--- config.mk ---
export PLATFORM = sky130hd
export DESIGN_NAME = npc_isqrt
export DESIGN_NICKNAME = d
export VERILOG_FILES = /design/src/rtl/nearest_palette_color_macros.svh /design/src/rtl/npc_pkg.sv /design/src/rtl/npc_isqrt.sv
export SDC_FILE = /design/constraint.sdc
export NUM_CORES = 1
export LEC_CHECK = 0
export ABC_AREA = 1
export BUFFER_PORTS_ARGS = -buffer_cell sky130_fd_sc_hd__clkbuf_2
export CAP_MARGIN = 40
export CORE_ASPECT_RATIO = 0.7
export CORE_MARGIN = 4
export CORE_UTILIZATION = 30
export DETAILED_ROUTE_END_ITERATION = 8
export PLACE_DENSITY_LB_ADDON = 0.25
export RECOVER_POWER = 100
export SKIP_CTS_REPAIR_TIMING = 1
export SLEW_MARGIN = 20
export SYNTH_ARGS = -nofsm -noshare
export SYNTH_HDL_FRONTEND = slang
export SYNTH_SLANG_ARGS = --single-unit
--- constraint.sdc ---
create_clock -name clk -period 4.35 [get_ports clk]
set_input_delay 0.6525 -clock clk [delete_from_list [all_inputs] [get_ports clk]]
set_output_delay 0.6525 -clock clk [all_outputs]
set_load 0.005 [all_outputs]
--- src/rtl/nearest_palette_color_macros.svh ---
// Assertion macros for the nearest palette color block.
`ifndef NEAREST_PALETTE_COLOR_MACROS_SVH
`define NEAREST_PALETTE_COLOR_MACROS_SVH
`ifndef SYNTHESIS
// Check that a condition holds in the same cycle as its trigger.
`define NPC_ASSERT_NOW(lbl, clk_s, rst_s, trig, cond) \
  lbl: assert property (@(posedge clk_s) disable iff (!rst_s) (trig) |-> (cond)) \
    else $error("assertion failed");
// Check that a condition holds in the cycle after its trigger.
`define NPC_ASSERT_NEXT(lbl, clk_s, rst_s, trig, cond) \
  lbl: assert property (@(posedge clk_s) disable iff (!rst_s) (trig) |=> (cond)) \
    else $error("assertion failed");
`else
`define NPC_ASSERT_NOW(lbl, clk_s, rst_s, trig, cond)
`define NPC_ASSERT_NEXT(lbl, clk_s, rst_s, trig, cond)
`endif
`endif

--- src/rtl/npc_pkg.sv ---
package npc_pkg;

  localparam int unsigned PAL_ENTRIES = 64;
  localparam int unsigned SUM_W       = 18;
  localparam int unsigned ROOT_W      = 9;
  localparam int unsigned IDX_W       = 6;

  localparam logic [IDX_W-1:0]  REMAP_FROM = 6'h0D;
  localparam logic [IDX_W-1:0]  REMAP_TO   = 6'h0F;
  localparam logic [ROOT_W-1:0] DIST_FAR   = 9'h1FF;

  typedef logic [ROOT_W-1:0] dist_t;
  typedef logic [IDX_W-1:0]  idx_t;

  localparam logic [23:0] PALETTE [PAL_ENTRIES] = '{
    24'h7C7C7C, 24'h0000FC, 24'h0000BC, 24'h4428BC, 24'h940084, 24'hA80020, 24'hA81000,
    24'h881400, 24'h503000, 24'h007800, 24'h006800, 24'h005800, 24'h004058, 24'h000000,
    24'h000000, 24'h000000, 24'hBCBCBC, 24'h0078F8, 24'h0058F8, 24'h6844FC, 24'hD800CC,
    24'hE40058, 24'hF83800, 24'hE45C10, 24'hAC7C00, 24'h00B800, 24'h00A800, 24'h00A844,
    24'h008888, 24'h000000, 24'h000000, 24'h000000, 24'hF8F8F8, 24'h3CBCFC, 24'h6888FC,
    24'h9878F8, 24'hF878F8, 24'hF85898, 24'hF87858, 24'hFCA044, 24'hF8B800, 24'hB8F818,
    24'h58D854, 24'h58F898, 24'h00E8D8, 24'h787878, 24'h000000, 24'h000000, 24'hFCFCFC,
    24'hA4E4FC, 24'hB8B8F8, 24'hD8B8F8, 24'hF8B8F8, 24'hF8A4C0, 24'hF0D0B0, 24'hFCE0A8,
    24'hF8D878, 24'hD8F878, 24'hB8F8B8, 24'hB8F8D8, 24'h00FCFC, 24'hF8D8F8, 24'h000000,
    24'h000000
  };

endpackage

--- src/rtl/npc_isqrt.sv ---
module npc_isqrt
  import npc_pkg::*;
(
  input  logic             clk,
  input  logic             en,
  input  logic [SUM_W-1:0] sum_i,
  output dist_t            root_o
);

  localparam int unsigned NSTG = 3;
  localparam int unsigned PER  = 3;

  logic [SUM_W-1:0]  rem_r  [NSTG];
  logic [ROOT_W-1:0] root_r [NSTG];
  logic [SUM_W-1:0]  rem_nxt  [NSTG];
  logic [ROOT_W-1:0] root_nxt [NSTG];

  // Three result bits per stage, highest bit first
  for (genvar s = 0; s < NSTG; s++) begin : g_stg
    logic [SUM_W-1:0]  rem_in;
    logic [ROOT_W-1:0] root_in;

    // Take the radicand at the first stage, the previous stage after it
    if (s == 0) begin : g_first
      assign rem_in  = sum_i;
      assign root_in = '0;
    end else begin : g_next
      assign rem_in  = rem_r[s-1];
      assign root_in = root_r[s-1];
    end

    always_comb begin
      logic [SUM_W+1:0]  rem;
      logic [ROOT_W-1:0] root;
      logic [SUM_W+1:0]  trial;
      int                bp;
      rem  = {2'b00, rem_in};
      root = root_in;
      for (int k = 0; k < PER; k++) begin
        bp    = ROOT_W - 1 - s * PER - k;
        trial = ((SUM_W+2)'(root) << (bp + 1)) | ((SUM_W+2)'(1) << (2 * bp));
        if (rem >= trial) begin
          rem  = rem - trial;
          root = root | (ROOT_W'(1) << bp);
        end
      end
      rem_nxt[s]  = rem[SUM_W-1:0];
      root_nxt[s] = root;
    end

    always_ff @(posedge clk) begin
      if (en) begin
        rem_r[s]  <= rem_nxt[s];
        root_r[s] <= root_nxt[s];
      end
    end
  end

  assign root_o = root_r[NSTG-1];

endmodule

==> results of run 1 <==
## per-stage QoR
stage	setup TNS, ns	hold WS, ns
finish	0	0.4462
global route	-1.009	0.4617
CTS	-2.409	0.4472
detailed placement	-2.114	0.4272
global placement	-1.645	0.4307
floorplan	0	0.4179
## metal layers
layer | share of wire, % | wire [um]
met2 | 40 | 6752
met4 | 0.33 | 57
met1 | 54 | 9156
met3 | 6.5 | 1110
met5 | 0 | 0
## worst paths after layout
path	depth (start not counted)	slack (ns)	end	startpoint
worst max-delay path	29	0.02	root_r[0][18]	root_r[0][16]
worst min-delay path	0	0.45	rem_r[0][18]	rem_r[0][0]
worst max register to register	29	0.02	root_r[0][18]	root_r[0][16]
worst min register to register	0	0.45	rem_r[0][18]	rem_r[0][0]
## layout make-up
class / count / share of cell area (%)
inverter: 117 / 5.712
clock inverter: 3 / 0.3629
sequential: 54 / 20.45
timing repair buffer: 188 / 16.92
timing repair inverter: 2 / 0.1736
tap: 236 / 3.724
clock buffer: 5 / 1.578
multi-input combinational: 606 / 51.08
## placed cells by master (no fill, tap or decap), types with 3 or more instances in the layout
cell                          n
sky130_fd_sc_hd__nand3_1     63
sky130_fd_sc_hd__buf_6        7
sky130_fd_sc_hd__nand2_4      9
sky130_fd_sc_hd__buf_4      142
sky130_fd_sc_hd__nor2_4      13
sky130_fd_sc_hd__edfxtp_1    54
sky130_fd_sc_hd__inv_1      101
sky130_fd_sc_hd__nand2_1    217
sky130_fd_sc_hd__nand3b_1    11
sky130_fd_sc_hd__nand4_1     13
sky130_fd_sc_hd__ha_1        37
sky130_fd_sc_hd__ha_4        19
sky130_fd_sc_hd__clkinv_4     3
sky130_fd_sc_hd__clkbuf_1    21
sky130_fd_sc_hd__a211oi_2     3
sky130_fd_sc_hd__a21oi_2      8
sky130_fd_sc_hd__xor2_1      18
sky130_fd_sc_hd__a21oi_4      7
sky130_fd_sc_hd__nand2_2     18
sky130_fd_sc_hd__o21ai_0     19
sky130_fd_sc_hd__nand3_2      6
sky130_fd_sc_hd__clkbuf_4     5
sky130_fd_sc_hd__o21ai_1     10
sky130_fd_sc_hd__o21ai_2     16
sky130_fd_sc_hd__a21oi_1     17
sky130_fd_sc_hd__clkbuf_16    5
sky130_fd_sc_hd__nor2_2      12
sky130_fd_sc_hd__nor3_1       4
sky130_fd_sc_hd__nor2_1      53
sky130_fd_sc_hd__inv_2       13
sky130_fd_sc_hd__nand3_4      5
sky130_fd_sc_hd__xnor2_1     10
sky130_fd_sc_hd__clkbuf_2    12
## worst max-delay path, delay by kind of cell (launching register included)
kind	cells	cell delay (ns)
DFF	1	0.40
AOI/OAI and AO/OA	4	0.54
buffers and inverters	7	0.75
and+or+nand+nor	14	1.31
xor gates and xnor gates	1	0.17
adders and majority gates	3	0.93
## power groups by stage
stage | clock, mW | combinational (mW) | sequential [mW]
after CTS | 0.459 | 3.30 | 0.788
after global placement | 0 | 3.28 | 0.799
after global routing | 0.478 | 4.56 | 0.813
final | 0.435 | 4.14 | 0.799
after detailed placement | 0 | 3.29 | 0.799
after floorplan | 0 | 2.09 | 0.778
## registers in the layout, summed over array words and instances (netlist names)
register	count
rem_r	36
root_r	18
## cell families (layout without fill, tap and decap cells)
logic type / Yosys count / count (layout) / synth area share (%)
compound gates: 89 / 89 / 8.812
xor+xnor: 29 / 29 / 4.586
fa+ha+maj: 56 / 56 / 12.65
buf+inv: 124 / 315 / 8.970
flops: 54 / 54 / 29.28
simple gates: 431 / 432 / 35.70
==> impl_table.tex, run 1 <==
\begin{tabular}{lr}
\hline
Metric & Value \\
\hline
\multicolumn{2}{l}{\textbf{Outcome}} \\
\quad Run status & complete, but fails checks \\
\quad Violated checks & max-capacitance violations, max-slew violations \\
\multicolumn{2}{l}{\textbf{Timing}} \\
\quad Peak Freq & 0.2308 GHz \\
\quad Tightest slew margin relative to the limit & -7.583\% \\
\quad Final Cycle Share & 99.58\% \\
\quad Shortest clock period the worst path allows after layout & 4.332 ns \\
\quad Setup Skew & 0.01107 ns \\
\quad Endpoints failing setup & 0 \\
\quad Worst path setup slack after routing & 0.01812 ns \\
\quad Worst Tran Pin Value & 1.614 ns \\
\quad Setup repair after global routing missed its margin & true \\
\quad Number of slew-limit violations in the final report & 28 \\
\quad Final count of hold timing violations & 0 \\
\multicolumn{2}{l}{\textbf{Floorplanning}} \\
\quad Number of placed I/O pins & 29 \\
\quad Initial core utilization & 30.67\% \\
\quad Number of rows created at floorplan & 41 \\
\quad Floorplan die height & 121.7 um \\
\quad Core region area & 18060 sq um \\
\quad Chip Width & 170.4 um \\
\quad DIE AREA & 20730 sq um \\
\multicolumn{2}{l}{\textbf{Layout}} \\
\quad Filler Cell Count & 1801 \\
\quad Antenna fix cells & 0 \\
\quad Post-layout utilization of the core & 43.91\% \\
\quad Non-filler instance count after layout & 1211 \\
\quad Storage element area & 1622 sq um \\
\quad Total non-filler cell area in the finished layout & 7929 sq um \\
\quad Layout cell share with drive strength beyond 1 & 32.31\% \\
\quad Area taken by multi-input logic gates & 4050 sq um \\
\quad Growth of design area from synthesis to finish & 43.18\% \\
\quad Final nets & 1050 \\
\multicolumn{2}{l}{\textbf{Drt}} \\
\quad Wire length after detailed routing & 17080 um \\
\quad Via count & 5742 \\
\quad DR WL/cell & 14.10 um \\
\quad Avg Vias per Cell & 4.742 \\
\quad Count of unresolved DRC violations after routing & 0 \\
\quad Final antenna-violating net count & 0 \\
\quad DR iter-0 viols & 376 \\
\quad Number of search-and-repair iterations in the first detailed-routing pass & 5 \\
\multicolumn{2}{l}{\textbf{Pwr}} \\
\quad Internal & 2.818 mW \\
\quad Maximum resistive drop on vdd & 243.3 uV \\
\quad Overall power of the completed layout & 5.371 mW \\
\quad Logic pwr share & 77.0\% \\
\quad Reported leakage power & 3.769 nW \\
\quad Fraction of power consumed by sequential logic & 14.9\% \\
\quad Proportion of power drawn by the clock network & 8.1\% \\
\quad Total power divided by cell area & 677.4 nW/um\^{}2 \\
\quad Net switching power figure & 2.553 mW \\
\quad Fraction of power spent switching nets & 47.54\% \\
\multicolumn{2}{l}{\textbf{Critical path}} \\
\quad Critical path capture point type & register \\
\quad Data arrival time of the critical path & 4.40 ns \\
\quad CP peak stage delay & 0.40 ns \\
\quad Class of the most critical setup path & register to register \\
\quad Worst endpoint required time & 4.41 ns \\
\quad Kind of start point of the critical path & register \\
\quad CP dominant cell by count & sky130\_fd\_sc\_hd\_\_nand2\_1 \\
\quad Crit-path slowest cell & sky130\_fd\_sc\_hd\_\_edfxtp\_1 \\
\quad Crit-path max FO & 5 \\
\multicolumn{2}{l}{\textbf{Global route}} \\
\quad Total Routing Usage GR & 15.59\% \\
\quad Global-route wire length before repair & 25700 um \\
\quad Grt met2 use & 20.61\% \\
\quad Vias in the first global route & 5019 \\
\quad Met3 routing resource usage after global routing & 2.692\% \\
\quad Initial antenna violation count & 0 \\
\quad Maximum number of pins on one net before global-route repair & 28 \\
\quad Most heavily used metal layer in global routing & met1 \\
\quad Overflow after GRT & 0 \\
\quad Met1 routing resource usage after global routing & 26.35\% \\
\multicolumn{2}{l}{\textbf{Clock network}} \\
\quad Clock tree root driver cell & sky130\_fd\_sc\_hd\_\_clkbuf\_16 \\
\quad Source-to-sink clock delay at the later pin of the worst-skew pair & 0.31 ns \\
\quad Clock tree from TritonCTS & done \\
\quad Max H-tree Level & 2 \\
\quad Clock Pin Slew Worst Setup and Hold Paths & 0.08 ns \\
\quad Sink Count & 54 \\
\quad Clock buffer count from CTS & 5 \\
\quad Maximum buffer depth of the clock tree & 2 \\
\multicolumn{2}{l}{\textbf{Placement}} \\
\quad Total cell area at the placement stage & 6895 sq um \\
\quad Weighted congestion at the end of routability-driven global placement & 0.8976 \\
\quad Number of buffers inserted by port buffering & 28 \\
\quad Setup Slack @ Placement & -0.2703 ns \\
\quad Detailed placer's ending HPWL & 13430 um \\
\quad Placed Cells & 1168 \\
\multicolumn{2}{l}{\textbf{Yosys}} \\
\quad Total number of yosys warnings & 0 \\
\quad \#FFs+latches synth & 54 \\
\quad Count of distinct cell types in the synthesized netlist & 39 \\
\quad Top post-synthesis cells by area & sky130\_fd\_sc\_hd\_\_edfxtp\_1 (29\%), sky130\_fd\_sc\_hd\_\_nand2\_1 (16\%), sky130\_fd\_sc\_hd\_\_ha\_1 (13\%) \\
\quad Part of the Yosys area used for sequential elements & 29.28\% \\
\quad Leading post-synthesis cells by instance count & sky130\_fd\_sc\_hd\_\_nand2\_1 (234), sky130\_fd\_sc\_hd\_\_inv\_1 (108), sky130\_fd\_sc\_hd\_\_nand3\_1 (68), sky130\_fd\_sc\_hd\_\_nor2\_1 (66), sky130\_fd\_sc\_hd\_\_ha\_1 (56) \\
\quad Mapped cell area & 5538 sq um \\
\quad Number of enable-type register cells in the synthesized netlist & 54 \\
\quad Synthesized netlist cell count & 783 \\
\quad Largest area contributor in the synthesized netlist & sky130\_fd\_sc\_hd\_\_edfxtp\_1 \\
\quad Primary FF master, synth & sky130\_fd\_sc\_hd\_\_edfxtp\_1 \\
\quad Area share of the leading cell type in the synthesized netlist & 29.28\% \\
\quad Share of flip-flops with an asynchronous set or reset after synthesis & 0\% \\
\quad Average cell area after synthesis & 7.073 sq um \\
\quad Synthesized netlist net count & 859 \\
\quad Most repeated cell in the gate-level netlist after synthesis & sky130\_fd\_sc\_hd\_\_nand2\_1 \\
\multicolumn{2}{l}{\textbf{Hold path}} \\
\quad Worst hold-check path type & register to register \\
\multicolumn{2}{l}{\textbf{Run}} \\
\quad Number of maximum-capacitance violations & 1 \\
\hline
\end{tabular}
Power figures use the tool's default switching activity.
==> inputs of run 2 (changes only) <==
BUFFER_PORTS_ARGS = -buffer_cell sky130_fd_sc_hd__buf_2   (was -buffer_cell sky130_fd_sc_hd__clkbuf_2)
==> run 2 against run 1 <==
Via count decreased by 2.4%; largest power group unchanged; sequential share of layout area up 0.19 points; first-iteration DRC count shrank 7.7%; combinational power fell by 2%; critical path type unchanged; the flow still finishes with violations (max-capacitance violations, max-slew violations).
==> impl_table.tex, run 2 (synthesized netlist as in run 1, its figures left out) <==
\begin{tabular}{lr}
\hline
Metric & Value \\
\hline
\multicolumn{2}{l}{\textbf{Layout}} \\
\quad Commonest non-fill, non-tap cells in the layout & sky130\_fd\_sc\_hd\_\_nand2\_1 (215), sky130\_fd\_sc\_hd\_\_buf\_4 (147), sky130\_fd\_sc\_hd\_\_inv\_1 (97) (was sky130\_fd\_sc\_hd\_\_nand2\_1 (217), sky130\_fd\_sc\_hd\_\_buf\_4 (142), sky130\_fd\_sc\_hd\_\_inv\_1 (101)) \\
\quad Max FFs per register & 36 (unchanged) \\
\quad Growth of design area from synthesis to finish & 41.87\% (was 43.18\%) \\
\quad Most flops, register & rem\_r (unchanged) \\
\quad Layout cell share with drive strength beyond 1 & 32.68\% (was 32.31\%) \\
\quad Antenna fix cells & 0 (unchanged) \\
\quad Largest registers & rem\_r: 36 flops, root\_r: 18 flops (unchanged) \\
\quad Most common cell after layout, fill and taps aside & sky130\_fd\_sc\_hd\_\_nand2\_1 (unchanged) \\
\quad Total non-filler cell area in the finished layout & 7856 sq um (was 7929 sq um) \\
\quad Non-filler instance count after layout & 1212 (was 1211) \\
\quad Final nets & 1051 (was 1050) \\
\multicolumn{2}{l}{\textbf{Global route}} \\
\quad Total Routing Usage GR & 15.33\% (was 15.59\%) \\
\quad Met3 routing resource usage after global routing & 3.633\% (was 2.692\%) \\
\quad Global-route wire length before repair & 25320 um (was 25700 um) \\
\quad Grt met2 use & 19.97\% (was 20.61\%) \\
\quad Most heavily used metal layer in global routing & met1 (unchanged) \\
\quad Vias in the first global route & 4915 (was 5019) \\
\quad Maximum number of pins on one net before global-route repair & 37 (was 28) \\
\quad Initial antenna violation count & 0 (unchanged) \\
\quad Met1 routing resource usage after global routing & 25.52\% (was 26.35\%) \\
\quad Overflow after GRT & 0 (unchanged) \\
\multicolumn{2}{l}{\textbf{Floorplanning}} \\
\quad Core region area & 18060 sq um (unchanged) \\
\quad Number of placed I/O pins & 29 (unchanged) \\
\quad Floorplan die height & 121.7 um (unchanged) \\
\quad DIE AREA & 20730 sq um (unchanged) \\
\quad Chip Width & 170.4 um (unchanged) \\
\quad Number of rows created at floorplan & 41 (unchanged) \\
\quad Initial core utilization & 30.67\% (unchanged) \\
\multicolumn{2}{l}{\textbf{Timing}} \\
\quad Total Negative Setup Slacks & 0 ns (unchanged) \\
\quad Endpoints failing setup & 0 (unchanged) \\
\quad Final worst hold slack & 0.4480 ns (was 0.4462 ns) \\
\quad Setup Skew & 0.01185 ns (was 0.01107 ns) \\
\quad Setup repair after global routing missed its margin & true (unchanged) \\
\quad Worst Tran Pin Value & 1.851 ns (was 1.614 ns) \\
\quad Worst path setup slack after routing & 0.04176 ns (was 0.01812 ns) \\
\quad Shortest clock period the worst path allows after layout & 4.308 ns (was 4.332 ns) \\
\quad Final Cycle Share & 99.04\% (was 99.58\%) \\
\quad Tightest slew margin relative to the limit & -23.39\% (was -7.583\%) \\
\quad Final count of hold timing violations & 0 (unchanged) \\
\quad Number of slew-limit violations in the final report & 37 (was 28) \\
\quad Peak Freq & 0.2321 GHz (was 0.2308 GHz) \\
\multicolumn{2}{l}{\textbf{Drt}} \\
\quad Wire length after detailed routing & 16770 um (was 17080 um) \\
\quad Via count & 5603 (was 5742) \\
\quad Number of search-and-repair iterations in the first detailed-routing pass & 5 (unchanged) \\
\quad Avg Vias per Cell & 4.623 (was 4.742) \\
\quad Count of unresolved DRC violations after routing & 0 (unchanged) \\
\quad Final antenna-violating net count & 0 (unchanged) \\
\quad DR iter-0 viols & 347 (was 376) \\
\quad DR WL/cell & 13.84 um (was 14.10 um) \\
\multicolumn{2}{l}{\textbf{Clock network}} \\
\quad Clock buffer count from CTS & 5 (unchanged) \\
\quad Clock tree from TritonCTS & done (unchanged) \\
\quad Sink Count & 54 (unchanged) \\
\quad Maximum buffer depth of the clock tree & 2 (unchanged) \\
\quad Clock Pin Slew Worst Setup and Hold Paths & 0.08 ns (about the same) \\
\quad Source-to-sink clock delay at the later pin of the worst-skew pair & 0.31 ns (about the same) \\
\quad Max H-tree Level & 2 (unchanged) \\
\quad Clock tree root driver cell & sky130\_fd\_sc\_hd\_\_clkbuf\_16 (unchanged) \\
\multicolumn{2}{l}{\textbf{Outcome}} \\
\quad Violated checks & max-capacitance violations, max-slew violations (unchanged) \\
\quad Run status & complete, but fails checks (unchanged) \\
\multicolumn{2}{l}{\textbf{Critical path}} \\
\quad Crit-path max FO & 7 (was 5) \\
\quad Crit-path slowest cell & sky130\_fd\_sc\_hd\_\_edfxtp\_1 (unchanged) \\
\quad Kind of start point of the critical path & register (unchanged) \\
\quad Worst endpoint required time & 4.41 ns (about the same) \\
\quad CP peak stage delay & 0.35 ns (was 0.40 ns) \\
\quad Class of the most critical setup path & register to register (unchanged) \\
\quad CP dominant cell by count & sky130\_fd\_sc\_hd\_\_buf\_4 (was sky130\_fd\_sc\_hd\_\_nand2\_1) \\
\quad Data arrival time of the critical path & 4.37 ns (was 4.40 ns) \\
\quad Critical path capture point type & register (unchanged) \\
\multicolumn{2}{l}{\textbf{Run}} \\
\quad Number of maximum-capacitance violations & 1 (unchanged) \\
\multicolumn{2}{l}{\textbf{Placement}} \\
\quad Detailed placer's ending HPWL & 13180 um (was 13430 um) \\
\quad Number of buffers inserted by port buffering & 28 (unchanged) \\
\quad Weighted congestion at the end of routability-driven global placement & 0.8957 (was 0.8976) \\
\quad Placed Cells & 1170 (was 1168) \\
\quad Total cell area at the placement stage & 6898 sq um (was 6895 sq um) \\
\quad Setup Slack @ Placement & -0.2160 ns (was -0.2703 ns) \\
\multicolumn{2}{l}{\textbf{Pwr}} \\
\quad Reported leakage power & 3.761 nW (was 3.769 nW) \\
\quad Total power divided by cell area & 672.3 nW/um\^{}2 (was 677.4 nW/um\^{}2) \\
\quad Maximum resistive drop on vdd & 232.2 uV (was 243.3 uV) \\
\multicolumn{2}{l}{\textbf{Hold path}} \\
\quad Worst hold-check path type & register to register (unchanged) \\
\hline
\end{tabular}
-- run 2: cell type report --
cell class / count / area [sq um]
Inverter: 117 / 450.4
Timing Repair Buffer: 189 / 1351
Tap cell: 236 / 295.3
Clock inverter: 3 / 28.78
Timing Repair inverter: 2 / 15.01
Clock buffer: 5 / 125.1
Fill cell: 1828 / 10200
Multi-Input combinational cell: 606 / 3969
Sequential cell: 54 / 1622
-- run 2: routing by layer --
layer  routed length, um  vias to the layer above
li1                    -                     2955
met1                9174                     2509
met2                6566                      129
met3                 943                       10
met4                  85                        0
met5                   0                        -
-- run 2: critical path: cells and delay by family (launching register included) --
family / cells / cell delay [ns]
flip-flops: 1 / 0.35
AND/OR/NAND/NOR: 14 / 1.41
adder cells (fa/ha/maj): 3 / 0.91
AO/OA/AOI/OAI: 3 / 0.57
XOR/XNOR: 1 / 0.15
buffers and inverters: 6 / 0.64
-- run 2: worst paths after layout --
path | end | depth (start not counted) | slack [ns] | from
worst max-delay path | rem_r[0][35] | 27 | 0.04 | root_r[0][8]
worst min-delay path | rem_r[0][19] | 0 | 0.45 | rem_r[0][1]
worst max register to register | rem_r[0][35] | 27 | 0.04 | root_r[0][8]
worst min register to register | rem_r[0][19] | 0 | 0.45 | rem_r[0][1]
-- run 2: report_power, final --
| part | switching (mW) | leakage, nW | internal (mW) | total, mW |
|---|---|---|---|---|
| Sequential | 0.0759 | 0.518 | 0.723 | 0.799 |
| Combinational | 2.20 | 3.17 | 1.85 | 4.05 |
| Clock | 0.216 | 0.0759 | 0.221 | 0.436 |
| Total | 2.49 | 3.76 | 2.79 | 5.28 |
-- run 2: per-stage QoR --
| step | utilization, % | power [mW] |
|---|---|---|
| 2_1_floorplan | - | 2.867 |
| 3_3_place_gp | 38.20 | 4.122 |
| 3_5_place_dp | 38.20 | 4.108 |
| 4_1_cts | 39.05 | 4.569 |
| 5_1_grt | 43.51 | 5.771 |
| 6_report | 43.51 | 5.282 |
